==> config.mk <==
export PLATFORM = sky130hd
export DESIGN_NAME = mmau_decode
export DESIGN_NICKNAME = d
export VERILOG_FILES = /design/src/hw/rtl/mmau_pkg.sv /design/src/hw/rtl/mmau_decode.sv
export SDC_FILE = /design/constraint.sdc
export NUM_CORES = 1
export LEC_CHECK = 0
export ABC_AREA = 0
export BUFFER_PORTS_ARGS = -buffer_cell sky130_fd_sc_hd__buf_2
export CAP_MARGIN = 20
export CELL_PAD_IN_SITES_DETAIL_PLACEMENT = 1
export CELL_PAD_IN_SITES_GLOBAL_PLACEMENT = 2
export CORE_UTILIZATION = 17
export DETAILED_ROUTE_END_ITERATION = 6
export PLACE_DENSITY = 0.95
export SYNTH_ARGS = -nofsm -noshare
export SYNTH_HDL_FRONTEND = slang
export SYNTH_SLANG_ARGS = --single-unit
==> constraint.sdc <==
create_clock -name vclk -period 4.59
set_input_delay 0.2295 -clock vclk [all_inputs]
set_output_delay 0.2295 -clock vclk [all_outputs]
set_load 0.01 [all_outputs]
==> src/hw/rtl/mmau_pkg.sv <==
// Shared types and constants of the memory access unit.
// Command codes, address map, decoded access and result records.
// No dependencies.
package mmau_pkg;

  // Default store depths in 32-bit words
  localparam int DATA_WORDS_DEF = 4096;
  localparam int CODE_WORDS_DEF = 4096;

  // Word offset widths inside the data and code regions
  localparam int DATA_OFS_W = 24;
  localparam int CODE_OFS_W = 22;

  typedef logic [3:0] cmd_t;

  localparam cmd_t CMD_FETCH  = 4'd0;
  localparam cmd_t CMD_LW     = 4'd1;
  localparam cmd_t CMD_LH     = 4'd2;
  localparam cmd_t CMD_LHU    = 4'd3;
  localparam cmd_t CMD_LB     = 4'd4;
  localparam cmd_t CMD_LBU    = 4'd5;
  localparam cmd_t CMD_SW     = 4'd6;
  localparam cmd_t CMD_SH     = 4'd7;
  localparam cmd_t CMD_SB     = 4'd8;
  localparam cmd_t CMD_LOADER = 4'd9;

  // Address map: code 0x10000000..0x10FFFFFF, data 0x20000000..0x23FFFFFF
  localparam logic [7:0]  CODE_REGION = 8'h10;
  localparam logic [5:0]  DATA_REGION = 6'h08;
  localparam logic [31:0] GETC_ADDR   = 32'h3000_0000;
  localparam logic [31:0] PUTC_ADDR   = 32'h3000_0004;

  typedef enum logic [1:0] {
    SZ_BYTE = 2'b00,
    SZ_HALF = 2'b01,
    SZ_WORD = 2'b10
  } size_t;

  // Decoded access; all action flags are already gated by err
  typedef struct packed {
    logic       err;
    logic       code_rd;
    logic       code_wr;
    logic       data_rd;
    logic       data_wr;
    logic       getc;
    logic       putc;
    logic       rd_out;
    size_t      size;
    logic       sign_ext;
    logic [1:0] lane;
  } acc_t;

  typedef struct packed {
    logic [31:0] read_data;
    logic        access_error;
    logic        getc_taken;
    logic        putc_valid;
    logic [7:0]  putc_char;
  } result_t;

endpackage

==> src/hw/rtl/mmau_decode.sv <==
// Command and address decode: size, region, port hits, alignment and error.
// Depends on mmau_pkg.
module mmau_decode (
  input  mmau_pkg::cmd_t  cmd,
  input  logic [31:0]     address,
  output mmau_pkg::acc_t  acc
);
  import mmau_pkg::*;

  size_t size;
  logic  is_fetch, is_loader, is_load, is_store;
  logic  bad_cmd, misalign, in_code, in_data, getc_hit, putc_hit, err;

  // Classify the command
  always_comb begin
    case (cmd) inside
      CMD_FETCH, CMD_LW, CMD_SW: size = SZ_WORD;
      CMD_LH, CMD_LHU, CMD_SH:   size = SZ_HALF;
      default:                   size = SZ_BYTE;
    endcase
    is_fetch  = cmd == CMD_FETCH;
    is_loader = cmd == CMD_LOADER;
    is_load   = cmd inside {[CMD_LW:CMD_LBU]};
    is_store  = cmd inside {CMD_SW, CMD_SH, CMD_SB};
    bad_cmd   = cmd > CMD_LOADER;
  end

  // Region, port and alignment checks
  always_comb begin
    in_code  = address[31:24] == CODE_REGION;
    in_data  = address[31:26] == DATA_REGION;
    getc_hit = address[31:2] == GETC_ADDR[31:2];
    putc_hit = address[31:2] == PUTC_ADDR[31:2];
    misalign = (size == SZ_WORD && address[1:0] != 2'b00) ||
               (size == SZ_HALF && address[0]);
    err = bad_cmd || misalign ||
          ((is_fetch || is_loader) && !in_code) ||
          (is_load && !getc_hit && !in_data) ||
          (is_store && !putc_hit && !in_data);
  end

  // Build the access record
  always_comb begin
    acc.err      = err;
    acc.code_rd  = !err && (is_fetch || is_loader);
    acc.code_wr  = !err && is_loader;
    acc.data_rd  = !err && ((is_load && !getc_hit) || (is_store && !putc_hit));
    acc.data_wr  = !err && is_store && !putc_hit;
    acc.getc     = !err && is_load && getc_hit;
    acc.putc     = !err && is_store && putc_hit;
    acc.rd_out   = !err && (is_fetch || (is_load && !getc_hit));
    acc.size     = size;
    acc.sign_ext = cmd == CMD_LH || cmd == CMD_LB;
    acc.lane     = address[1:0];
  end

endmodule

# [Word level (Yosys, flattened, before mapping)]
# Cells that the tools add are included.
[totals] register_bits=0 in_bits=36 out_inout_bits=13 wordCells=55
[op_classes] n_lt_le_gt_ge=3 eq_ne=14 n_mux=2 n_reduce_logical=36
[ops] op="equality test 30 x 28 -> 1 bit, second input constant" n=2
[ops] op="logical AND 1 bit" n=17
[ops] op="equality test 4 x 3 -> 1 bit, second input constant" n=3
[ops] op="logical OR 1 bit" n=9
[ops] op="equality test 4 x 2 -> 1 bit, second input constant" n=2
[ops] op="equality test 4 bit, second input constant" n=2
[ops] op="equality test 8 x 5 -> 1 bit, second input constant" n=1
[ops] op="equality test 6 x 4 -> 1 bit, second input constant" n=1
[ops] op="OR reduction 3 bit" n=2
[ops] op="zero test 1 bit" n=5
[ops] op="equality test 4 x 1 -> 1 bit, second input constant" n=1
[ops] op=">= comparator 4 x 1 -> 1 bit, second input constant" n=1
[ops] op="greater-than comparator 4 bit, second input constant" n=1
[ops] op="<= comparator 4 x 3 -> 1 bit, second input constant" n=1
[ops] op="zero test 4 bit" n=1
[ops] op="nonzero test 3 bit" n=1
[ops] op="equality test 2 x 1 -> 1 bit, second input constant" n=1
[ops] op="equality test 2 bit, second input constant" n=1
[ops] op="2-to-1 mux 2 bit" n=1
[ops] op="nonzero test 2 bit" n=1
[ops] op="2-to-1 mux 1 bit" n=1

# [Longest topological paths before layout]
[depth] ltp_word=14 depth_mapped=7 depth_no_buf=5

# [Worst setup path after synthesis]
# Ideal clock, no wire load.
[synth_timing] kind="input -> output" from="in address[17]" to="out acc[12] (netlist bit)" arrival_time_ns=1.557 required_time_ns=4.360 slack_ns=2.803 cell_stages=5 n_path_buf=1 path_cell_list="or4_4 -> or3_1 -> nand3b_1 -> a21o_1 -> buf_4"
[synth_via] elab_chain_len=6 word_cells_on_any_way=10 classes_between="eq/ne (2); reduce/logical (8)"
[synth_rtl] element="start, declared" line_no="mmau_decode.sv:5" rtl="input logic [31:0] address,"
[synth_rtl] element="equality test 30 x 28 -> 1 bit" line_no="mmau_decode.sv:32" rtl="getc_hit = address[31:2] == GETC_ADDR[31:2];"
[synth_rtl] element="zero test 1 bit" line_no="mmau_decode.sv:38" rtl="(is_load && !getc_hit && !in_data) ||"
[synth_rtl] element="logical AND 1 bit (2 in a row)" line_no="mmau_decode.sv:38"
[synth_rtl] element="logical OR 1 bit" line_no="mmau_decode.sv:37" rtl="((is_fetch || is_loader) && !in_code) ||"
[synth_rtl] element="logical OR 1 bit *" line_no="mmau_decode.sv:38"
[synth_rtl] element="end, declared" line_no="mmau_decode.sv:6" rtl="output mmau_pkg::acc_t acc"
# Mark *: on every way between the ends. The rest lies on a longest branch, timed or not.

==> out/metrics.yaml <==
worst_setup_path:
  cp_num_buf_inv: 2
  path_cells: "buf_2, nor4_4, nand4_2, nor4_4, nor2_2, nor4b_2, buf_2"
  crit_family: "simple AND/OR/NAND/NOR gates"
  endpoint_kind: "output pin"
  path_max_fanout: 4
  critical_path_class: "in -> out"
  cp_data_arrival_time_ps: 1780
  slowest_stage: "nor4_4"
  worstSetupStartpointType: "input pin"
  required_ps: 4360
  cp_slowest_stage_delay_ps: 380
worst_hold_path:
  hold_path_class: "in -> out"
drt:
  wl_mm: 1.45
  drt_iter0_drc: 5
  viasPerCell: 4.72
  post-route-drc-count: 0
  drtPass1Iterations: 2
  vias: 590
  wire_per_inst_um: 11.6
  antenna_left: 0
grt:
  top_usage_layer: "met2"
  grt_pass1_wl_mm: 2.45
  track_usage: 0.115
  grtUsageMet3: 0.0119
  grtUsageMet1: 0.130
  grt-ovfl-total: 0
  grt_max_degree: 11
  grt_antenna_before_repair: 0
  grt_util_met2: 0.239
  grt_pass1_vias: 606
yosys:
  syn_area_um2: 412
  synth_cells: 54
  syn_avg_cell_area_um2: 7.62
  synth_warnings: 0
  ys_seq_area_frac: 0
  syn-num-nets: 90
  synth_cell_types: 29
pwr:
  p_comb_frac: 1.000
  fin_total_pwr_uw: 46.1
  peakVddDrop_v: 0.0000235
  swShare: 0.500
  clockPowerShare: 0
  powerDensity_mw_per_mm2: 71.3
  pwr-share-seq: 0
  p_int_uw: 23.0
  p_sw_uw: 23.0
  power.leakage_nw: 0.312
timing:
  finalHoldViolCount: 0
  slew_headroom: 0.737
  drv_slew: 0
  period_needed_ps: 2010
  setup_tns_ps: 0
  grt_setup_unrepaired: "no"
  finalSetupViolCount: 0
  min_period_over_period: 0.438
  hold-worst-slack_ps: 665
  worst_pin_slew_ps: 391
  timing.fmax_mhz: 498
floorplan:
  io_pins: 49
  row_count: 17
  start_util: 0.183
  die_h_um: 51.2
  die-area_mm2: 0.00262
  die_x_um: 51.2
  core_area_mm2: 0.00225
placement:
  numPortBuffers: 49
  gp_congestion: 0.705
  dp.cells: 125
  hpwlAfterDp_mm: 1.34
clock_tree:
  cts_resized: 0
  cts_hold_buf: 0
  cts_setup_buffers: 0
layout:
  drive_above_1_share: 0.598
  most-common-layout-cells: "buf_2, nor2_1, nor4_1, nor3b_1, nand3b_1"
  stdcell_count: 125
  antenna_cells: 0
  syn_to_final_growth_pct: 56.8
  nClkBuffers: 0
  design.seq.count: 0
  regArea_um2: 0
  final_nets: 135
  fin_util: 0.286
  layout_commonest_cell: "buf_2"
run:
  cap_violations: 0
status:
  status: "completed"
worst paths after layout:
kind,startpoint,endpoint,slack (ps),cells after the start
setup / recovery,address[27],acc[10],2580,7
hold / removal,address[1],acc[1],670,2
cells in the mapped netlist:
| cell | number | area share |
|---|---|---|
| nand4_1 | 1 | 0.015 |
| buf_4 | 4 | 0.073 |
| a21o_1 | 1 | 0.018 |
| nor3b_1 | 4 | 0.073 |
| o31ai_1 | 1 | 0.018 |
| or3b_4 | 1 | 0.027 |
| o22ai_1 | 2 | 0.030 |
| nand3b_1 | 4 | 0.073 |
| nor2b_1 | 1 | 0.015 |
| a32o_1 | 1 | 0.024 |
| nor4b_2 | 2 | 0.073 |
| xnor2_1 | 2 | 0.043 |
| nor4_4 | 2 | 0.10 |
| o21bai_1 | 1 | 0.018 |
| or4_4 | 1 | 0.027 |
| a21oi_1 | 2 | 0.024 |
| and3b_2 | 1 | 0.024 |
| nor2_2 | 1 | 0.015 |
| o21a_1 | 1 | 0.018 |
| buf_6 | 1 | 0.027 |
| nor3_1 | 3 | 0.036 |
| or2_1 | 1 | 0.015 |
| inv_1 | 2 | 0.018 |
| nor4_1 | 5 | 0.076 |
| nor2_1 | 5 | 0.046 |
| nand2_1 | 1 | 0.0091 |
| nand4_2 | 1 | 0.030 |
| buf_2 | 1 | 0.012 |
| or3_1 | 1 | 0.015 |
power groups by stage:
stage | combinational, mW | sequential [mW] | clock, mW
6_report | 0.0461 | 0 | 0
4_1_cts | 0.0468 | 0 | 0
5_1_grt | 0.0511 | 0 | 0
3_5_place_dp | 0.0467 | 0 | 0
2_1_floorplan | 0.0263 | 0 | 0
3_3_place_gp | 0.0449 | 0 | 0
through the flow:
step / cell area [µm²] / setup WS (ps)
final: 646 / 2580
after detailed placement: 646 / 2560
after global placement: 646 / 2630
after CTS: 646 / 2560
after global routing: 646 / 2450
after floorplan: 412 / 2800
kinds of logic (layout without fill, tap and decap cells):
logic type	after synthesis	count (layout)	synth area share
xor+xnor	2	2	0.0426
compound gates	9	9	0.152
buf+inv	8	51	0.131
simple gates	35	35	0.675
area by class of cell:
class / instances / area (µm²)
tap: 28 / 35.0
fill: 300 / 1610
multi-input combinational: 46 / 358
timing repair buffer: 49 / 245
inverter: 2 / 7.51
layer usage:
layer	vias up	routed length, µm
met4	0	0
met5	-	0
li1	294	-
met1	268	570
met2	28	774
met3	0	102
Power figures use the tool's default switching activity.
