**src/hw/rtl/mmau_pkg.sv**
```systemverilog
// Shared types and constants of the memory access unit.
// Command codes, address map, decoded access and result records.
// No dependencies.
package mmau_pkg;

  // Default store depths in 32-bit words
  localparam int DATA_WORDS_DEF = 4096;
  localparam int CODE_WORDS_DEF = 4096;

  // Word offset widths inside the data and code regions
  localparam int DATA_OFS_W = 24;
  localparam int CODE_OFS_W = 22;

  typedef logic [3:0] cmd_t;

  localparam cmd_t CMD_FETCH  = 4'd0;
  localparam cmd_t CMD_LW     = 4'd1;
  localparam cmd_t CMD_LH     = 4'd2;
  localparam cmd_t CMD_LHU    = 4'd3;
  localparam cmd_t CMD_LB     = 4'd4;
  localparam cmd_t CMD_LBU    = 4'd5;
  localparam cmd_t CMD_SW     = 4'd6;
  localparam cmd_t CMD_SH     = 4'd7;
  localparam cmd_t CMD_SB     = 4'd8;
  localparam cmd_t CMD_LOADER = 4'd9;

  // Address map: code 0x10000000..0x10FFFFFF, data 0x20000000..0x23FFFFFF
  localparam logic [7:0]  CODE_REGION = 8'h10;
  localparam logic [5:0]  DATA_REGION = 6'h08;
  localparam logic [31:0] GETC_ADDR   = 32'h3000_0000;
  localparam logic [31:0] PUTC_ADDR   = 32'h3000_0004;

  typedef enum logic [1:0] {
    SZ_BYTE = 2'b00,
    SZ_HALF = 2'b01,
    SZ_WORD = 2'b10
  } size_t;

  // Decoded access; all action flags are already gated by err
  typedef struct packed {
    logic       err;
    logic       code_rd;
    logic       code_wr;
    logic       data_rd;
    logic       data_wr;
    logic       getc;
    logic       putc;
    logic       rd_out;
    size_t      size;
    logic       sign_ext;
    logic [1:0] lane;
  } acc_t;

  typedef struct packed {
    logic [31:0] read_data;
    logic        access_error;
    logic        getc_taken;
    logic        putc_valid;
    logic [7:0]  putc_char;
  } result_t;

endpackage

```
**src/hw/rtl/mmau_exec.sv**
```systemverilog
// Lane extract with extension, lane merge for stores, and result assembly.
// Depends on mmau_pkg.
module mmau_exec (
  input  mmau_pkg::acc_t    acc,
  input  logic [31:0]       word,
  input  logic [31:0]       store_data,
  input  logic [7:0]        getc_char,
  output mmau_pkg::result_t res,
  output logic [31:0]       wr_word
);
  import mmau_pkg::*;

  logic [4:0]  sh_b, sh_h;
  logic [7:0]  byte_v;
  logic [15:0] half_v;
  logic [31:0] load_v, mask, ins;

  // Big-endian lane positions
  always_comb begin
    sh_b   = {~acc.lane, 3'b000};
    sh_h   = {~acc.lane[1], 4'b0000};
    byte_v = 8'(word >> sh_b);
    half_v = acc.lane[1] ? word[15:0] : word[31:16];
  end

  // Extract and extend the loaded lane
  always_comb begin
    case (acc.size)
      SZ_WORD: load_v = word;
      SZ_HALF: load_v = {{16{acc.sign_ext & half_v[15]}}, half_v};
      SZ_BYTE: load_v = {{24{acc.sign_ext & byte_v[7]}}, byte_v};
      default: load_v = word;
    endcase
  end

  // Merge store data into the old word
  always_comb begin
    case (acc.size)
      SZ_WORD: begin
        mask = 32'hFFFF_FFFF;
        ins  = store_data;
      end
      SZ_HALF: begin
        mask = 32'h0000_FFFF << sh_h;
        ins  = {16'h0000, store_data[15:0]} << sh_h;
      end
      SZ_BYTE: begin
        mask = 32'h0000_00FF << sh_b;
        ins  = {24'h00_0000, store_data[7:0]} << sh_b;
      end
      default: begin
        mask = 32'hFFFF_FFFF;
        ins  = store_data;
      end
    endcase
    wr_word = (word & ~mask) | (ins & mask);
  end

  // Assemble the result beat
  always_comb begin
    res = '0;
    res.access_error = acc.err;
    if (acc.getc) begin
      res.read_data  = {{24{getc_char[7]}}, getc_char};
      res.getc_taken = 1'b1;
    end else if (acc.rd_out) begin
      res.read_data = load_v;
    end
    if (acc.putc) begin
      res.putc_valid = 1'b1;
      res.putc_char  = store_data[7:0];
    end
  end

endmodule

```
**config.mk**
```make
export PLATFORM = sky130hd
export DESIGN_NAME = mmau_exec
export DESIGN_NICKNAME = d
export VERILOG_FILES = /design/src/hw/rtl/mmau_pkg.sv /design/src/hw/rtl/mmau_exec.sv
export SDC_FILE = /design/constraint.sdc
export NUM_CORES = 1
export LEC_CHECK = 0
export BUFFER_PORTS_ARGS = -buffer_cell sky130_fd_sc_hd__clkbuf_2
export CORE_ASPECT_RATIO = 0.5
export CORE_MARGIN = 8
export CORE_UTILIZATION = 38
export DETAILED_ROUTE_END_ITERATION = 10
export GPL_ROUTABILITY_DRIVEN = 0
export PLACE_DENSITY = 0.91
export SETUP_SLACK_MARGIN = 0.2
export SLEW_MARGIN = 20
export SYNTH_ARGS = -nofsm -noshare
export SYNTH_HDL_FRONTEND = slang
export SYNTH_SLANG_ARGS = --single-unit
```
**constraint.sdc**
```tcl
create_clock -name vclk -period 1.8
set_input_delay 0.18 -clock vclk [all_inputs]
set_output_delay 0.18 -clock vclk [all_outputs]
set_load 0.05 [all_outputs]
```
==> results.py, run 1 <==
metrics = {
    "run_status": {
        "status": "aborted with a tool error",
        "stop_stage": "4_1_cts",
        "firstError": "[ERROR DPL-0038] Utilization greater than 100%, impossible to legalize",
    },
    "synthesis": {
        "synth-xor-area-share_pct": 0,
        "synth.most_common_cell": "nand2_1",
        "synth_top_family_by_area": "compound AO/OA/AOI/OAI gates",
        "synth_top_area_share_pct": 10.9,
        "synth_nets": 338,
        "netlist_area_um2": 1560,
        "synth_mux_area_share_pct": 18.1,
        "synth.distinct_cells": 34,
        "ys_seq_area_share_pct": 0,
        "yosys.area_share.simple_pct": 31.0,
        "yosysWarnings": 0,
        "synth.area.top_cells": "mux2i_1, nand2_1, a21oi_1",
        "yosys.area.top_type": "mux2i_1",
        "synthAdderAreaFrac_pct": 0,
        "synth-compound-area-share_pct": 39.4,
        "syn_area_per_cell_um2": 6.17,
        "synthTopCellsByCount": "nand2_1, a21oi_1, mux2i_1",
        "synthCells": 253,
    },
    "clocking": {
        "post_cts_buffers": 4,
        "holdBufCountCts": 0,
        "cts_resized": 179,
    },
    "floorplan": {
        "start_util_pct": 39.8,
        "fp.dieH_um": 61.3,
        "fp-row-count": 16,
        "dieWidth_um": 107,
        "io-pin-count": 160,
    },
    "place": {
        "port_buffers": 154,
        "postPlaceCellArea_um2": 3470,
        "dpl.hpwl_mm": 8.78,
    },
}
==> through the flow <==
step	TNS, ps	utilization [%]	cells	worst slack [ps]
3_5_place_dp	-2640	88.3	477	-140
3_3_place_gp	-969	88.3	477	-59.4
2_1_floorplan	0	-	253	110
==> kinds of logic after synthesis <==
| kind of cell | count (synthesis) |
|---|---|
| compound gates | 94 |
| buf+inv | 37 |
| mux | 26 |
| simple gates | 96 |
==> run 2, diff against run 1 <==
--- a/config.mk
+++ b/config.mk
@@ -6,13 +6,11 @@
 export NUM_CORES = 1
 export LEC_CHECK = 0
 export BUFFER_PORTS_ARGS = -buffer_cell sky130_fd_sc_hd__clkbuf_2
-export CORE_ASPECT_RATIO = 0.5
 export CORE_MARGIN = 8
 export CORE_UTILIZATION = 38
 export DETAILED_ROUTE_END_ITERATION = 10
 export GPL_ROUTABILITY_DRIVEN = 0
-export PLACE_DENSITY = 0.91
-export SETUP_SLACK_MARGIN = 0.2
+export PLACE_DENSITY_LB_ADDON = 0.15
 export SLEW_MARGIN = 20
 export SYNTH_ARGS = -nofsm -noshare
 export SYNTH_HDL_FRONTEND = slang
==> run 2 against run 1 <==
Against the previous run:
- the flow now finishes without violations
- synthesized cell count is the same
- area after synthesis is the same
==> results.py, run 2 <==
metrics = {
    "synthesis": {
        "synth-compound-area-share_pct": 39.4,
        "syn_area_per_cell_um2": 6.17,
        "synth-xor-area-share_pct": 0,
        "synth.area.top_cells": "mux2i_1, nand2_1, a21oi_1",
        "synth_nets": 338,
        "ys_seq_area_share_pct": 0,
        "yosys.area.top_type": "mux2i_1",
        "synthCells": 253,
        "synthTopCellsByCount": "nand2_1, a21oi_1, mux2i_1",
        "synth_top_family_by_area": "compound AO/OA/AOI/OAI gates",
        "synth.most_common_cell": "nand2_1",
        "synth.distinct_cells": 34,
        "netlist_area_um2": 1560,
        "synth_mux_area_share_pct": 18.1,
        "yosys.area_share.simple_pct": 31.0,
        "synthAdderAreaFrac_pct": 0,
        "yosysWarnings": 0,
        "synth_top_area_share_pct": 10.9,
    },
    "cells_and_area": {
        "diodes": 0,
        "post-route-util_pct": 80.9,
        "drive_gt1_share_pct": 55.7,
        "layout.cells.non_filler": 459,
        "fillers": 270,
        "final_nets": 496,
        "final_common_cell": "clkbuf_2",
        "numSequentialCells": 0,
        "multi_input_area_um2": 1540,
        "register_area_um2": 0,
        "syn_to_final_growth_pct": 106,
        "clkbuf_count": 0,
        "final_cell_mix": "clkbuf_2, nand2_1, buf_4, buf_12, a21oi_1",
    },
    "global_route": {
        "grt-ovfl-total": 0,
        "grt_pass1_wl_mm": 13.1,
        "grt_usage_pct": 24.7,
        "grt_pass1_vias": 2634,
        "antenna_found_initial": 0,
        "grt_max_degree": 18,
    },
    "worst_setup_path": {
        "endpoint_kind": "output pin",
        "arrival_ps": 1610,
        "path_cells": "buf_4 -> mux4_2 -> and2_4 -> o21ai_4 -> clkbuf_16 -> nand2_1 -> buf_8",
        "worstPathRequired_ps": 1620,
        "worstSetupPathType": "primary input to output pin",
        "cp-start-kind": "primary input",
        "cp_slowest_cell": "mux4_2",
        "crit_path_max_fanout": 8,
        "slowest_delay_ps": 520,
    },
    "sta": {
        "setup-violations-final": 0,
        "timing.fmax_mhz": 559,
        "period_share_pct": 99.3,
        "finalCriticalPeriod_ps": 1790,
        "max_slew_margin_pct": 66.0,
        "rsz0062_at_grt": "true",
        "final_hold_viol_count": 0,
        "tns_ps": 0,
        "worstMarginPinSlew_ps": 509,
        "slew_viol_final": 0,
    },
    "floorplan": {
        "coreArea_um2": 3970,
        "die_area_um2": 6420,
        "fp-row-count": 23,
        "fp.dieH_um": 80.1,
        "start_util_pct": 39.3,
        "io-pin-count": 160,
        "dieWidth_um": 80.1,
    },
    "power": {
        "power_density_nw_per_um2": 462,
        "p_leak_uw": 0.00160,
        "vdd_ir_drop_max_mv": 0.327,
    },
    "run_status": {
        "status": "finished, final reports clean",
    },
    "clocking": {
        "post_cts_buffers": 0,
        "holdBufCountCts": 0,
    },
    "drt": {
        "routed_wl_mm": 8.95,
        "wire_per_inst_um": 19.5,
        "drtPass1Iterations": 5,
        "drt_iter0_drc": 142,
        "vias": 2700,
        "ant_nets": 0,
        "drc_errors": 0,
        "routed_via_density": 5.88,
    },
    "min_path": {
        "hp-class": "primary input to output pin",
    },
    "place": {
        "port_buffers": 154,
        "dp.cells": 458,
        "dpl.hpwl_mm": 7.18,
    },
    "flow_run": {
        "max_cap_viol_count": 0,
    },
}
==> run 2: critical path, delay by kind of cell <==
family	cells	cell delay [ps]
and+or+nand+nor	2	230
muxes	1	520
buffers and inverters	3	460
AOI/OAI and AO/OA	1	200
==> run 2: through the flow <==
step,cell area [µm²],total power (µW),setup slack [ps],hold WS (ps)
after global placement,2960,1370,-12.0,361
after detailed placement,2960,1390,-50.0,361
after floorplan,1650,835,-234,527
after CTS,3100,1440,-8.63,361
after global routing,3210,1550,-14.7,361
final,3210,1480,12.4,361
==> run 2: cell type report <==
cell class         instances  share of cell area, %
repair buffers           183                   48.9
multi-input cells        216                   48.0
inverters                 10                   1.17
well taps                 50                   1.95
==> run 2: final timing paths <==
kind / startpoint / end / cells after the start
worst max-delay path: acc[0] / res[36] / 7
worst min-delay path: acc[12] / res[10] / 0
==> run 2: report_power, final <==
part | internal [µW] | total, µW | leakage (µW) | switching [µW]
clock network | 0 | 0 | 0 | 0
registers | 0 | 0 | 0 | 0
logic | 573 | 1480 | 0.00160 | 909
==> run 2: layer usage <==
metal / vias up / GRT usage, % / wire, µm
met5: - / 0 / 0
met4: 0 / 2.73 / 189
met3: 21 / 6.47 / 988
met2: 188 / 45.9 / 4480
met1: 1247 / 28.1 / 3300
li1: 1244 / - / -
==> run 2: kinds of logic (layout without fill, tap and decap cells) <==
family          count (synthesis)  count (layout)
simple gates                   96              96
buf+inv                        37             193
compound gates                 94              94
mux                            26              26
==> run 2: what timing repair did <==
item                       4_1_cts  5_1_grt
setup endpoints to repair       24       53
gates cloned                     0        1
pin swaps                        0        4
resized for setup               37       37
Note: power is estimated with default switching activity, not from simulation.
==> run 3, diff against run 2 <==
--- a/config.mk
+++ b/config.mk
@@ -5,11 +5,13 @@
 export SDC_FILE = /design/constraint.sdc
 export NUM_CORES = 1
 export LEC_CHECK = 0
-export BUFFER_PORTS_ARGS = -buffer_cell sky130_fd_sc_hd__clkbuf_2
+export ABC_AREA = 1
 export CORE_MARGIN = 8
-export CORE_UTILIZATION = 38
+export CORE_UTILIZATION = 40
 export DETAILED_ROUTE_END_ITERATION = 10
+export DONT_BUFFER_PORTS = 1
 export GPL_ROUTABILITY_DRIVEN = 0
+export GPL_TIMING_DRIVEN = 0
 export PLACE_DENSITY_LB_ADDON = 0.15
 export SLEW_MARGIN = 20
 export SYNTH_ARGS = -nofsm -noshare
==> run 3 against run 2 <==
Against the previous run:
- the flow now finishes with violations (negative setup slack)
- flip-flop and latch count did not move
- wire length decreased by 0.96%
- hold slack better by 170 ps
- largest power group unchanged
==> results.py, run 3 <==
metrics = {
    "floorplan": {
        "coreArea_um2": 4630,
        "dieWidth_um": 84.5,
        "fp.dieH_um": 84.5,
        "start_util_pct": 40.6,
        "io-pin-count": 160,
        "fp-row-count": 25,
        "die_area_um2": 7140,
    },
    "sta": {
        "finalCriticalPeriod_ps": 1840,
        "timing.fmax_mhz": 544,
        "slew_viol_final": 0,
        "max_slew_margin_pct": 58.0,
        "final_hold_viol_count": 0,
        "setup_ws_ps": -36.7,
        "worstMarginPinSlew_ps": 630,
        "period_share_pct": 102,
        "whs_ps": 528,
        "rsz0062_at_grt": "true",
        "tns_ps": -118,
        "setup-violations-final": 7,
    },
    "synthesis": {
        "synth-compound-area-share_pct": 23.9,
        "synthCells": 421,
        "synth_nets": 506,
        "synthTopCellsByCount": "nand2_1, inv_1, nand3_1",
        "synth_top_area_share_pct": 44.6,
        "synth_top_family_by_area": "simple AND/OR/NAND/NOR gates",
        "syn_area_per_cell_um2": 4.46,
        "synth_mux_area_share_pct": 0,
        "synthAdderAreaFrac_pct": 0,
        "yosys.area_share.simple_pct": 57.0,
        "yosys.area.top_type": "nand2_1",
        "ys_seq_area_share_pct": 0,
        "synth.distinct_cells": 24,
        "synth.area.top_cells": "nand2_1, inv_1, nand3_1",
        "yosysWarnings": 0,
        "netlist_area_um2": 1880,
        "synth-xor-area-share_pct": 0,
        "synth.most_common_cell": "nand2_1",
    },
    "cells_and_area": {
        "post-route-util_pct": 48.8,
        "final_common_cell": "nand2_1",
        "register_area_um2": 0,
        "final_nets": 510,
        "diodes": 0,
        "clkbuf_count": 0,
        "syn_to_final_growth_pct": 20.2,
        "numSequentialCells": 0,
        "drive_gt1_share_pct": 18.9,
        "fillers": 545,
        "final_cell_mix": "nand2_1, inv_1, a21oi_1, o21ai_0, nand3_1",
    },
    "worst_setup_path": {
        "crit_path_max_fanout": 10,
        "worstSetupPathType": "primary input to output pin",
        "worstPathRequired_ps": 1620,
        "arrival_ps": 1660,
        "cp-start-kind": "primary input",
        "endpoint_kind": "output pin",
    },
    "power": {
        "pwr-share-clk_pct": 0,
        "seqPwrFrac_pct": 0,
        "pwr-share-comb_pct": 100.0,
        "p_int_uw": 200,
        "total_power_uw": 1060,
        "swShare_pct": 81.2,
        "switchingPower_uw": 865,
        "power_density_nw_per_um2": 472,
        "vdd_ir_drop_max_mv": 0.227,
        "p_leak_uw": 0.00126,
    },
    "drt": {
        "drc_errors": 0,
        "ant_nets": 0,
        "drt_iter0_drc": 146,
        "routed_wl_mm": 8.87,
        "routed_via_density": 5.69,
        "drtPass1Iterations": 5,
        "wire_per_inst_um": 18.6,
        "vias": 2716,
    },
    "min_path": {
        "hp-class": "primary input to output pin",
    },
    "run_status": {
        "status": "finished, violations left",
        "violations": "negative setup slack",
    },
    "global_route": {
        "grt_max_degree": 11,
        "grt-ovfl-total": 0,
        "grt_pass1_wl_mm": 13.9,
        "grt_usage_pct": 23.3,
        "antenna_found_initial": 0,
        "grt_pass1_vias": 2693,
    },
    "place": {
        "port_buffers": 0,
        "dpl.hpwl_mm": 7.35,
        "dp_slack_ps": -463,
    },
    "clocking": {
        "holdBufCountCts": 0,
    },
    "flow_run": {
        "max_cap_viol_count": 0,
    },
}
run 3: changes by cell type after synthesis, sizes merged, moves of 14 or more:
cell   before  now
and2       14    0
mux2i      17    0
inv        10   57
nand3       0   31
nand2      39  225
run 3: final cells by class:
| cell class | count | area [µm²] | share of cell area (%) |
|---|---|---|---|
| Multi-Input combinational cell | 338 | 1810 | 80.2 |
| Timing Repair Buffer | 2 | 15.0 | 0.665 |
| Buffer | 25 | 144 | 6.37 |
| Inverter | 58 | 221 | 9.81 |
| Tap cell | 54 | 67.6 | 2.99 |
run 3: critical path, stage by stage:
cell	delay (ps)
buf_4	170
inv_1	70
buf_4	190
o21ai_2	160
nand2_2	110
buf_2	240
o21ai_2	540
run 3: layer usage:
| metal | share of wire, % | routed length [µm] | vias to the layer above | track usage (%) |
|---|---|---|---|---|
| li1 | - | - | 1327 | - |
| met3 | 10 | 923 | 8 | 6.44 |
| met1 | 40 | 3550 | 1261 | 27.3 |
| met4 | 1.4 | 122 | 0 | 3.56 |
| met2 | 48 | 4270 | 120 | 41.5 |
| met5 | 0 | 0 | - | 0 |
run 3: power groups by stage:
stage | combinational [µW] | clock, µW | sequential, µW
global route | 1130 | 0 | 0
finish | 1060 | 0 | 0
global placement | 967 | 0 | 0
detailed placement | 976 | 0 | 0
floorplan | 870 | 0 | 0
CTS | 1040 | 0 | 0
run 3: cell families (layout without fill, tap and decap cells):
logic type / count (synthesis) / count (layout)
buffers and inverters: 83 / 85
AOI/OAI and AO/OA: 77 / 77
and+or+nand+nor: 261 / 261
run 3: stage by stage:
stage / std cells / area (µm²)
2_1_floorplan: 421 / 1900
3_3_place_gp: 475 / 1970
3_5_place_dp: 475 / 1980
4_1_cts: 477 / 2180
5_1_grt: 477 / 2260
6_report: 477 / 2260
run 3: worst paths after layout:
path               start         end  slack [ps]  depth (start not counted)
setup / recovery  acc[1]  wr_word[1]         -40                          7
hold / removal    acc[6]      res[8]         530                          1
run 3: repair_timing:
action / CTS / global route
pin swaps: 1 / 0
endpoints found under the setup margin: 21 / 35
setup buffers: 2 / 0
gates resized for setup: 30 / 26
