<file path="src/hw/rtl/mmau_wrap.sv">
// Word index reduction modulo the store depth.
// Power-of-two depths are masked; others use a reciprocal multiply, then a multiply-back and subtract.
// No package dependencies.
module mmau_wrap #(
  parameter int MODULUS = 4096,
  parameter int OFS_W   = 24,
  localparam int IW = (MODULUS > 1) ? $clog2(MODULUS) : 1
) (
  input  logic             clk,
  input  logic             rst_n,
  input  logic             start,
  input  logic [OFS_W-1:0] ofs,
  output logic             done,
  output logic [IW-1:0]    rem
);

  localparam bit IS_POW2 = (MODULUS & (MODULUS - 1)) == 0;

  logic             ready_r;
  logic [OFS_W-1:0] ofs_r;

  generate
    if (IS_POW2) begin : g_mask
      // Capture offset; remainder is the low bits
      always_ff @(posedge clk) begin
        if (!rst_n) begin
          ready_r <= 1'b0;
        end else if (start) begin
          ready_r <= 1'b1;
        end
      end

      always_ff @(posedge clk) begin
        if (start) begin
          ofs_r <= ofs;
        end
      end

      assign rem  = IW'(ofs_r & OFS_W'(MODULUS - 1));
      assign done = ready_r;
    end else begin : g_recip
      // Scaled reciprocal: the quotient estimate is exact or one low
      localparam int DW    = OFS_W + IW;
      localparam int SHIFT = OFS_W + IW;
      localparam int RW    = OFS_W + 1;
      localparam int PW    = OFS_W + RW;
      localparam logic [RW-1:0] RECIP = RW'((64'd1 << SHIFT) / 64'(MODULUS));

      logic [1:0]       stage_r;
      logic [OFS_W-1:0] quot_r;
      logic [IW:0]      part_r;
      logic [PW-1:0]    prod;
      logic [DW-1:0]    back;
      logic [DW-1:0]    raw;

      // Quotient estimate, then multiply back and subtract
      always_comb begin
        prod = {{RW{1'b0}}, ofs_r} * {{OFS_W{1'b0}}, RECIP};
        back = DW'(quot_r) * DW'(MODULUS);
        raw  = DW'(ofs_r) - back;
      end

      // Stage sequencing: capture, quotient, partial remainder
      always_ff @(posedge clk) begin
        if (!rst_n) begin
          stage_r <= 2'b00;
          ready_r <= 1'b0;
        end else if (start) begin
          stage_r <= 2'b01;
          ready_r <= 1'b0;
        end else if (stage_r[0]) begin
          stage_r <= 2'b10;
        end else if (stage_r[1]) begin
          stage_r <= 2'b00;
          ready_r <= 1'b1;
        end
      end

      // Advance the datapath registers
      always_ff @(posedge clk) begin
        if (start) begin
          ofs_r <= ofs;
        end
        if (stage_r[0]) begin
          quot_r <= OFS_W'(prod >> SHIFT);
        end
        if (stage_r[1]) begin
          part_r <= raw[IW:0];
        end
      end

      // Final correction: subtract the modulus once where the estimate was low
      assign rem  = (part_r >= (IW + 1)'(MODULUS)) ? IW'(part_r - (IW + 1)'(MODULUS))
                                                   : part_r[IW-1:0];
      assign done = ready_r;
    end
  endgenerate

endmodule

</file>
<file path="config.mk">
export PLATFORM = sky130hd
export DESIGN_NAME = mmau_wrap
export DESIGN_NICKNAME = d
export VERILOG_FILES = /design/src/hw/rtl/mmau_wrap.sv
export SDC_FILE = /design/constraint.sdc
export NUM_CORES = 1
export LEC_CHECK = 0
export BUFFER_PORTS_ARGS = -buffer_cell sky130_fd_sc_hd__buf_2
export CAP_MARGIN = 20
export CORE_AREA = 2 2 39 41
export DETAILED_ROUTE_END_ITERATION = 10
export DIE_AREA = 0 0 41 43
export GPL_ROUTABILITY_DRIVEN = 0
export PLACE_DENSITY = 0.66
export SYNTH_ARGS = -nofsm -noshare
export SYNTH_HDL_FRONTEND = slang
export SYNTH_SLANG_ARGS = --single-unit
</file>
<file path="constraint.sdc">
create_clock -name clk -period 0.8 [get_ports clk]
set_input_delay 0.04 -clock clk [delete_from_list [all_inputs] [get_ports clk]]
set_output_delay 0.04 -clock clk [all_outputs]
set_load 0.01 [all_outputs]
</file>
# --- Word-level counts from Yosys, hierarchy flattened ---
# Index checks and enable logic that the tools add are counted.
totals:
  reg_bits: 13
  latch_bits: 0
  mem_bits_rw: 0
  rom_bits: 0
  inputBits: 27
  output_inout_bits: 13
  wordCells: 2
  mem_count: 0
classes:
  n_addsub: 0
  mul: 0
  n_div: 0
  magnitude_cmp: 0
  eq_ne: 0
  shifts: 0
  muxes: 0
  bitwise_logic: 0
  reduce_logical: 0

# --- Longest topological paths before layout ---
# Gate-level depths: netlist of run 1.
depth:
  ltp_word: 0
  ltp_mapped: 1
  mapped_depth_nobuf: 1

# --- Worst setup path after synthesis of run 1 ---
# Ideal clock, no wire load.
synth_timing:
  path_kind: "reg2reg"
  from: "register done (netlist name)"
  to: "register ready_r (netlist: done)"
  setup_ps: 115
  t_arrival_ps: 491
  required_ps: 685
  slack_ps: 194
  stages_incl_launch_ff: 2
  n_path_buf: 0
  period_less_slack_ps: 606
  path_cell_list: "dfxtp_1 > o21a_1"
synth_lines:
  columns: ["item", "line_no", "rtl"]
  rows:
  - ["to (signal assigned)", "27", "ready_r <= 1'b0;"]
  - ["to (signal assigned)", "29", "ready_r <= 1'b1;"]
  - ["to (decl)", "19", "logic ready_r;"]

# --- Worst setup path after layout of run 1 ---
layout_timing:
  from: "register ofs_r[6]"
  to: "output rem[6]"
layout_lines:
  columns: ["item", "line_no", "rtl"]
  rows:
  - ["from (decl)", "20", "logic [OFS_W-1:0] ofs_r;"]
  - ["from (signal assigned)", "35", "ofs_r <= ofs;"]
  - ["to (decl)", "14", "output logic [IW-1:0] rem"]
# No word-level cell between the ends.

==> run_results.csv, run 1 <==
group,metric,value,unit
run_status,status,"finished, violations left",
run_status,violations,"negative setup slack",
critical_path,endpoint,"rem[6]",
yosys,synth_cell_type_count,3,
critical_path,r2r_start,"done",
critical_path,required,0.76,ns
die,dieWidth,41,um
critical_path,path_class,"flip-flop to primary output",
routing,num_vias,291,
cts,clock_path_buffers,2,
routing,wirelength,849,um
global_routing,track_usage,11.99,%
sta,finalSetupViolations,9,
sta,finalHoldViolations,0,
critical_path,worstPathArrival,0.80,ns
die,io_pins,40,
min_path,holdCritPathClass,"input port to flip-flop",
routing,final_antenna_net_count,0,
global_routing,grt_max_degree,14,
place,dp_slack,0.1713,ns
cells_and_area,register_area,381.6,um2
job,maxCapViolCount,0,
yosys,yosys_warnings,0,
routing,drtPass1Iterations,2,
sta,period_share,105.2,%
critical_path,critical-path-top-delay-family,"flip-flops",
pwr,swShare,20.55,%
pwr,p_int,1.093,mW
sta,slew_headroom,80.50,%
die,die-area,0.001763,mm2
cells_and_area,syn_to_final_growth,80.65,%
sta,rsz0062_at_grt,"true",
die,initial_utilization,28.03,%
sta,slew_viol_final,0,
cells_and_area,multiInputGateArea,7.507,um2
cts,cts_made_buffers,3,
cells_and_area,final_layout_size_suffix_gt1_share,53.45,%
pwr,power_frac_comb,12.6,%
cts,clk_latency,0.26,ns
cts,tritoncts,"built",
critical_path,cp-end-kind,"primary output",
pwr,max-vdd-ir-drop,765.0,uV
critical_path,r2r_slack,0.21,ns
critical_path,rr_endpoint,"done",
die,fp.coreArea,0.001384,mm2
pwr,p_switching,0.2827,mW
cells_and_area,fill_cells,129,
pwr,cellPowerDensity,1963,mW/mm2
pwr,pwr-share-seq,59.1,%
critical_path,cp_slowest_cell,"edfxtp_1",
global_routing,grt_pass1_vias,281,
cells_and_area,nNetsFinal,86,
yosys,yosys_register_bits,13,
routing,wl_per_cell,11.47,um
sta,period_needed,0.8417,ns
sta,skew,0,ns
routing,viasPerCell,3.932,
pwr,power,1.375,mW
critical_path,start_kind,"flip-flop",
cts,clk_root_buffer_cell,"clkbuf_4",
cts,cts_setup_buffers,0,
cts,h-tree-depth,1,
global_routing,overflow,0,
critical_path,crit_cells,1,
critical_path,worstPathMaxFanout,1,
yosys,synth.avg_cell_area,27.71,um2
cts,clkTransAtPathRegs,0.07,ns
critical_path,path_cells,"buf_2",
die,floorplan.die.height,43,um
critical_path,path_buf_inv,1,
cells_and_area,antennaDiodeCount,0,
yosys,syn-num-nets,41,
pwr,clock_power_share,28.3,%
cts,cts_sinks,13,
global_routing,grt_pass1_wl,1283,um
yosys,ys_seq_area_share,98.06,%
critical_path,ff2ff_path_depth,1,
critical_path,critPathLaunch,"ofs_r[6]",
sta,holdWs,0.1728,ns
die,core.rowCount,14,
pwr,leakagePower,0.3043,nW
routing,drc,0,
sta,fin_ws,-0.04170,ns
sta,tightest_slew,0.2926,ns
sta,max_freq,1188,MHz
global_routing,antenna_found_initial,0,
yosys,syn_inst,14,
place,portBuffers,27,
yosys,syn_area,387.9,um2
critical_path,crit_path_max_incr_delay,0.39,ns
routing,drtIter0Drc,3,
==> synthesized netlist by cell type (all sizes together) <==
master	n	area, um2
o21a	1	7.510
edfxtp	12	360.4
dfxtp	1	20.02
==> through the flow <==
step	cells	setup TNS (ns)	utilization [%]	area, um2
after floorplan	14	0	-	387.9
after global placement	57	0	39.24	543.0
after detailed placement	57	0	39.24	543.0
after CTS	74	-0.1872	50.54	699.4
after global routing	74	-0.7368	50.63	700.7
final	74	-0.1424	50.63	700.7
==> cell usage in the layout, fill, tap and decap left out <==
| cell | n |
|---|---|
| dfxtp_2 | 1 |
| o21a_1 | 1 |
| dlygate4sd3_1 | 13 |
| buf_2 | 27 |
| clkbuf_4 | 3 |
| clkbuf_1 | 1 |
| edfxtp_1 | 12 |
==> state kept, by name, summed over array words and instances (netlist names) <==
| signal | count |
|---|---|
| ofs_r | 12 |
| done | 1 |
==> per-layer routing <==
metal  vias up  GRT usage (%)  routed length (um)
li1        143              -                   -
met1       136          14.43                 344
met2        10          15.94                 437
met3         2          4.712                  47
met4         0          10.00                  19
met5         -              0                   0
==> worst min path at each step <==
stage | from | to | slack (ns) | cells after the start
floorplan | ofs[0] | ofs_r[0] | 0.14 | 0
global placement | ofs[2] | ofs_r[2] | 0.22 | 1
detailed placement | ofs[4] | ofs_r[4] | 0.22 | 1
CTS | start | ofs_r[5] | 0.16 | 1
global route | start | ofs_r[8] | 0.16 | 1
finish | start | ofs_r[3] | 0.17 | 1
==> logic make-up after synthesis <==
kind of cell / after synthesis / share of synthesized area (%)
flops: 13 / 98.07
compound gates: 1 / 1.936
==> power by group through the flow <==
stage               Clock, mW  Sequential (mW)  Combinational, mW
floorplan                   0            0.859            0.00258
global placement            0            0.825              0.121
detailed placement          0            0.827              0.124
CTS                     0.395            0.812              0.173
global route            0.448            0.818              0.189
finish                  0.390            0.813              0.173
==> area by class of cell <==
class	count	area share, %
clock buffers	4	3.750
repair buffers	40	37.86
flip-flops and latches	13	54.46
well taps	16	2.857
multi-input cells	1	1.071
==> repair_timing <==
action / 4_1_cts / 5_1_grt
endpoints found under the hold margin: 13 / 0
endpoints found under the setup margin: 12 / 13
resized for setup: 0 / 1
hold buffers: 13 / 0
No activity file was read; power rests on OpenSTA's default activity.
==> run 2: changes to the inputs <==
--- a/config.mk
+++ b/config.mk
@@ -8,10 +8,13 @@
 export BUFFER_PORTS_ARGS = -buffer_cell sky130_fd_sc_hd__buf_2
 export CAP_MARGIN = 20
 export CORE_AREA = 2 2 39 41
+export CTS_CLUSTER_SIZE = 8
 export DETAILED_ROUTE_END_ITERATION = 10
 export DIE_AREA = 0 0 41 43
 export GPL_ROUTABILITY_DRIVEN = 0
+export MAX_ROUTING_LAYER = met4
 export PLACE_DENSITY = 0.66
+export REMOVE_ABC_BUFFERS = 1
 export SYNTH_ARGS = -nofsm -noshare
 export SYNTH_HDL_FRONTEND = slang
 export SYNTH_SLANG_ARGS = --single-unit
==> run 2 against run 1 <==
Compared with the run above: the flow still finishes with violations (negative setup slack); fmax barely moved; utilization unchanged; hold slack is essentially flat; clock skew did not move; sequential share of layout area did not move; die area did not move; critical path type unchanged; critical endpoint unchanged; highest routed layer unchanged.
==> run_results.csv, run 2 (synthesized netlist as in run 1, its figures left out) <==
group,metric,value,unit
routing,wirelength,844,um
routing,final_antenna_net_count,0,
sta,tightest_slew,0.2926,ns
critical_path,worstPathMaxFanout,1,
cts,cts_made_buffers,3,
routing,drtIter0Drc,3,
die,core.rowCount,14,
critical_path,r2r_slack,0.21,ns
cells_and_area,final_cell_mix,"27 x buf_2, 13 x dlygate4sd3_1, 12 x edfxtp_1",
global_routing,overflow,0,
cells_and_area,final_layout_size_suffix_gt1_share,53.45,%
critical_path,path_cells,"buf_2",
pwr,cellPowerDensity,1963,mW/mm2
pwr,max-vdd-ir-drop,764.8,uV
die,fp.coreArea,0.001384,mm2
critical_path,start_kind,"flip-flop",
cells_and_area,regMostFlops,"ofs_r",
sta,period_needed,0.8416,ns
cells_and_area,antennaDiodeCount,0,
cts,clock_path_buffers,2,
pwr,leakagePower,0.3043,nW
routing,drc,0,
pwr,power,1.375,mW
routing,wl_per_cell,11.41,um
global_routing,grt_pass1_vias,281,
cells_and_area,syn_to_final_growth,80.65,%
critical_path,required,0.76,ns
global_routing,grt_max_degree,14,
cts,tritoncts,"built",
sta,skew,0,ns
routing,viasPerCell,3.932,
run_status,violations,"negative setup slack",
die,io_pins,40,
sta,period_share,105.2,%
global_routing,grt_pass1_wl,1283,um
run_status,status,"finished, violations left",
critical_path,cp-end-kind,"primary output",
critical_path,path_class,"flip-flop to primary output",
die,initial_utilization,28.03,%
sta,rsz0062_at_grt,"true",
sta,max_freq,1188,MHz
cts,h-tree-depth,1,
die,floorplan.die.height,43,um
global_routing,track_usage,12.29,%
critical_path,crit_path_max_incr_delay,0.39,ns
cts,clk_root_buffer_cell,"clkbuf_4",
cts,cts_sinks,13,
routing,num_vias,291,
cts,clk_latency,0.26,ns
global_routing,antenna_found_initial,0,
sta,slew_viol_final,0,
sta,setup_tns,-0.1419,ns
sta,fin_ws,-0.04165,ns
place,portBuffers,27,
cts,clkTransAtPathRegs,0.07,ns
sta,finalHoldViolations,0,
critical_path,worstPathArrival,0.80,ns
die,dieWidth,41,um
sta,slew_headroom,80.50,%
job,maxCapViolCount,0,
sta,finalSetupViolations,9,
critical_path,path_buf_inv,1,
cells_and_area,final_common_cell,"buf_2",
cells_and_area,nNetsFinal,86,
critical_path,critical-path-top-delay-family,"flip-flops",
cells_and_area,largest_reg_flops,12,
critical_path,cp_slowest_cell,"edfxtp_1",
routing,drtPass1Iterations,2,
min_path,holdCritPathClass,"input port to flip-flop",
die,die-area,0.001763,mm2
-- run 2: cell counts in the layout (fill, tap and decap cells not counted) --
No cell type changed its count.
-- run 2: through the flow --
step / std cells / setup WS (ns) / area [um2] / util, % / hold WS, ns
2_1_floorplan: 14 / 0.1941 / 387.9 / - / 0.1389
3_3_place_gp: 57 / 0.1804 / 543.0 / 39.24 / 0.2175
3_5_place_dp: 57 / 0.1713 / 543.0 / 39.24 / 0.2181
4_1_cts: 74 / -0.06212 / 699.4 / 50.54 / 0.1604
5_1_grt: 74 / -0.09360 / 700.7 / 50.63 / 0.1610
6_report: 74 / -0.04165 / 700.7 / 50.63 / 0.1729
-- run 2: layout make-up --
class / instances / area (um2)
clock buffers: 4 / 26.28
flip-flops and latches: 13 / 381.6
repair buffers: 40 / 265.3
fillers: 129 / 683.2
multi-input cells: 1 / 7.507
well taps: 16 / 20.02
-- run 2: repair_timing --
| item | 4_1_cts | 5_1_grt |
|---|---|---|
| endpoints found under the setup margin | 12 | 13 |
| hold buffers | 13 | 0 |
| buffers inserted | 0 | 0 |
| resized for setup | 0 | 1 |
| hold endpoints to repair | 13 | 0 |
-- run 2: power breakdown --
part / leakage [nW] / total (mW) / switching [mW] / internal [mW]
logic: 0.163 / 0.173 / 0.0730 / 0.100
registers: 0.126 / 0.813 / 0.0127 / 0.800
clock network: 0.0150 / 0.390 / 0.197 / 0.193
-- run 2: routing by layer --
| layer | GRT usage [%] | wire length (um) |
|---|---|---|
| met4 | 10.00 | 19 |
| met2 | 15.94 | 437 |
| met5 | - | 0 |
| met1 | 14.43 | 344 |
| met3 | 4.712 | 43 |
-- run 2: path summary, 6_finish.rpt --
| kind | startpoint | endpoint | cells after the start |
|---|---|---|---|
| hold reg to reg | done | done | 1 |
| setup reg to reg | done | done | 1 |
| setup / recovery | ofs_r[6] | rem[6] | 1 |
| hold / removal | start | ofs_r[3] | 1 |
==> run 3: changes to the inputs <==
==> constraint.sdc (replaced) <==
create_clock -name clk -period 0.8 [get_ports clk]
set_input_delay 0.16 -clock clk [delete_from_list [all_inputs] [get_ports clk]]
set_output_delay 0.16 -clock clk [all_outputs]
set_load 0.01 [all_outputs]
==> run 3 against run 2 <==
Compared with the run above: the run still ends with negative setup slack left; via count fell by 21%; setup slack worse by 0.11 ns; first-iteration DRC count down 67%; register-to-register slack about the same; cell area is 18% lower; routed wire length decreased by 22%; sequential cell count stayed put; largest cell class unchanged.
==> run_results.csv, run 3 (synthesized netlist as in run 1, its figures left out) <==
group,metric,value,unit
critical_path,path_buf_inv,1,
cts,clock_path_buffers,2,
global_routing,antenna_found_initial,0,
place,portBuffers,27,
routing,num_vias,230,
cells_and_area,final_common_cell,"buf_2",
critical_path,path_class,"flip-flop to primary output",
cells_and_area,fill_cells,137,
pwr,cellPowerDensity,2281,mW/mm2
critical_path,worstPathArrival,0.79,ns
cells_and_area,antennaDiodeCount,0,
cells_and_area,largest_reg_flops,12,
cts,hold_buffers,0,
die,dieWidth,41,um
critical_path,path_cells,"buf_2",
global_routing,grt_pass1_vias,218,
pwr,power,1.316,mW
die,io_pins,40,
cells_and_area,final_cell_mix,"26 x buf_2, 12 x edfxtp_1, 3 x clkbuf_4",
critical_path,start_kind,"flip-flop",
cts,cts_made_buffers,3,
cells_and_area,final_layout_size_suffix_gt1_share,68.89,%
global_routing,track_usage,9.177,%
cells_and_area,regMostFlops,"ofs_r",
cts,cts_sinks,13,
routing,wirelength,657,um
routing,drtIter0Drc,1,
sta,period_share,119.2,%
min_path,holdCritPathClass,"input port to flip-flop",
critical_path,required,0.64,ns
run_status,status,"finished, violations left",
sta,slew_viol_final,0,
sta,holdWs,0.06527,ns
critical_path,cp_slowest_cell,"edfxtp_1",
cells_and_area,syn_to_final_growth,48.71,%
die,floorplan.die.height,43,um
sta,skew,0,ns
routing,drtPass1Iterations,2,
job,maxCapViolCount,0,
pwr,max-vdd-ir-drop,711.9,uV
cts,h-tree-depth,1,
die,core.rowCount,14,
routing,viasPerCell,3.770,
sta,fin_ws,-0.1539,ns
cts,clk_root_buffer_cell,"clkbuf_4",
global_routing,grt_max_degree,14,
cts,tritoncts,"built",
cts,clk_latency,0.26,ns
routing,wl_per_cell,10.77,um
sta,period_needed,0.9539,ns
sta,max_freq,1048,MHz
cts,clkTransAtPathRegs,0.07,ns
die,die-area,0.001763,mm2
die,fp.coreArea,0.001384,mm2
critical_path,crit_path_max_incr_delay,0.38,ns
routing,final_antenna_net_count,0,
routing,drc,0,
sta,finalSetupViolations,13,
sta,finalHoldViolations,0,
critical_path,critical-path-top-delay-family,"flip-flops",
critical_path,worstPathMaxFanout,1,
critical_path,cp-end-kind,"primary output",
global_routing,grt_pass1_wl,910,um
sta,tightest_slew,0.2711,ns
die,initial_utilization,28.03,%
cts,cts_setup_buffers,0,
pwr,leakagePower,0.2516,nW
run_status,violations,"negative setup slack",
sta,rsz0062_at_grt,"true",
global_routing,overflow,0,
sta,slew_headroom,81.93,%
cells_and_area,nNetsFinal,73,
==> run 3: cell types whose count changed in the layout (fill, tap and decap cells not counted), sizes merged <==
cell         change
dlygate4sd3     -13
==> run 3: what timing repair did <==
item / CTS / global route
resized for setup: 2 / 0
hold endpoints to repair: 0 / 0
setup endpoints to repair: 13 / 13
==> run 3: final timing paths <==
check,end,from,slack (ns),cells after the start
setup / recovery,rem[0],ofs_r[0],-0.15,1
hold / removal,ofs_r[4],ofs[4],0.07,1
setup reg to reg,done,done,0.20,1
hold reg to reg,done,done,0.47,1
==> run 3: layer usage <==
| layer | up-vias | global-route usage (%) | part of all wire [%] |
|---|---|---|---|
| met3 | 2 | 4.712 | 6.8 |
| met2 | 10 | 12.50 | 59 |
| met5 | - | - | 0 |
| met1 | 101 | 8.014 | 31 |
| met4 | 0 | 10.00 | 2.9 |
| li1 | 117 | - | - |
==> run 3: power by group <==
part	switching (mW)	internal, mW	leakage [nW]
clock network	0.186	0.193	0.0150
registers	0.0117	0.800	0.126
logic	0.0628	0.0626	0.111
total	0.261	1.06	0.252
==> run 3: cell type report <==
class                      instances  area [um2]  share of cell area (%)
tap                               16       20.02                   3.471
multi-input combinational          1       7.507                   1.302
clock buffer                       4       26.28                   4.555
sequential                        13       381.6                   66.16
timing repair buffer              27       141.4                   24.51
==> run 3: per-stage QoR <==
step	area [um2]	TNS (ns)	worst slack, ns	util [%]	instances
3_3_place_gp	543.0	0	0.06041	39.24	57
6_report	576.8	-1.509	-0.1539	41.68	61
5_1_grt	576.8	-2.178	-0.2130	41.68	61
2_1_floorplan	387.9	0	0.1941	-	14
3_5_place_dp	543.0	0	0.05134	39.24	57
4_1_cts	576.8	-1.698	-0.1821	41.68	61
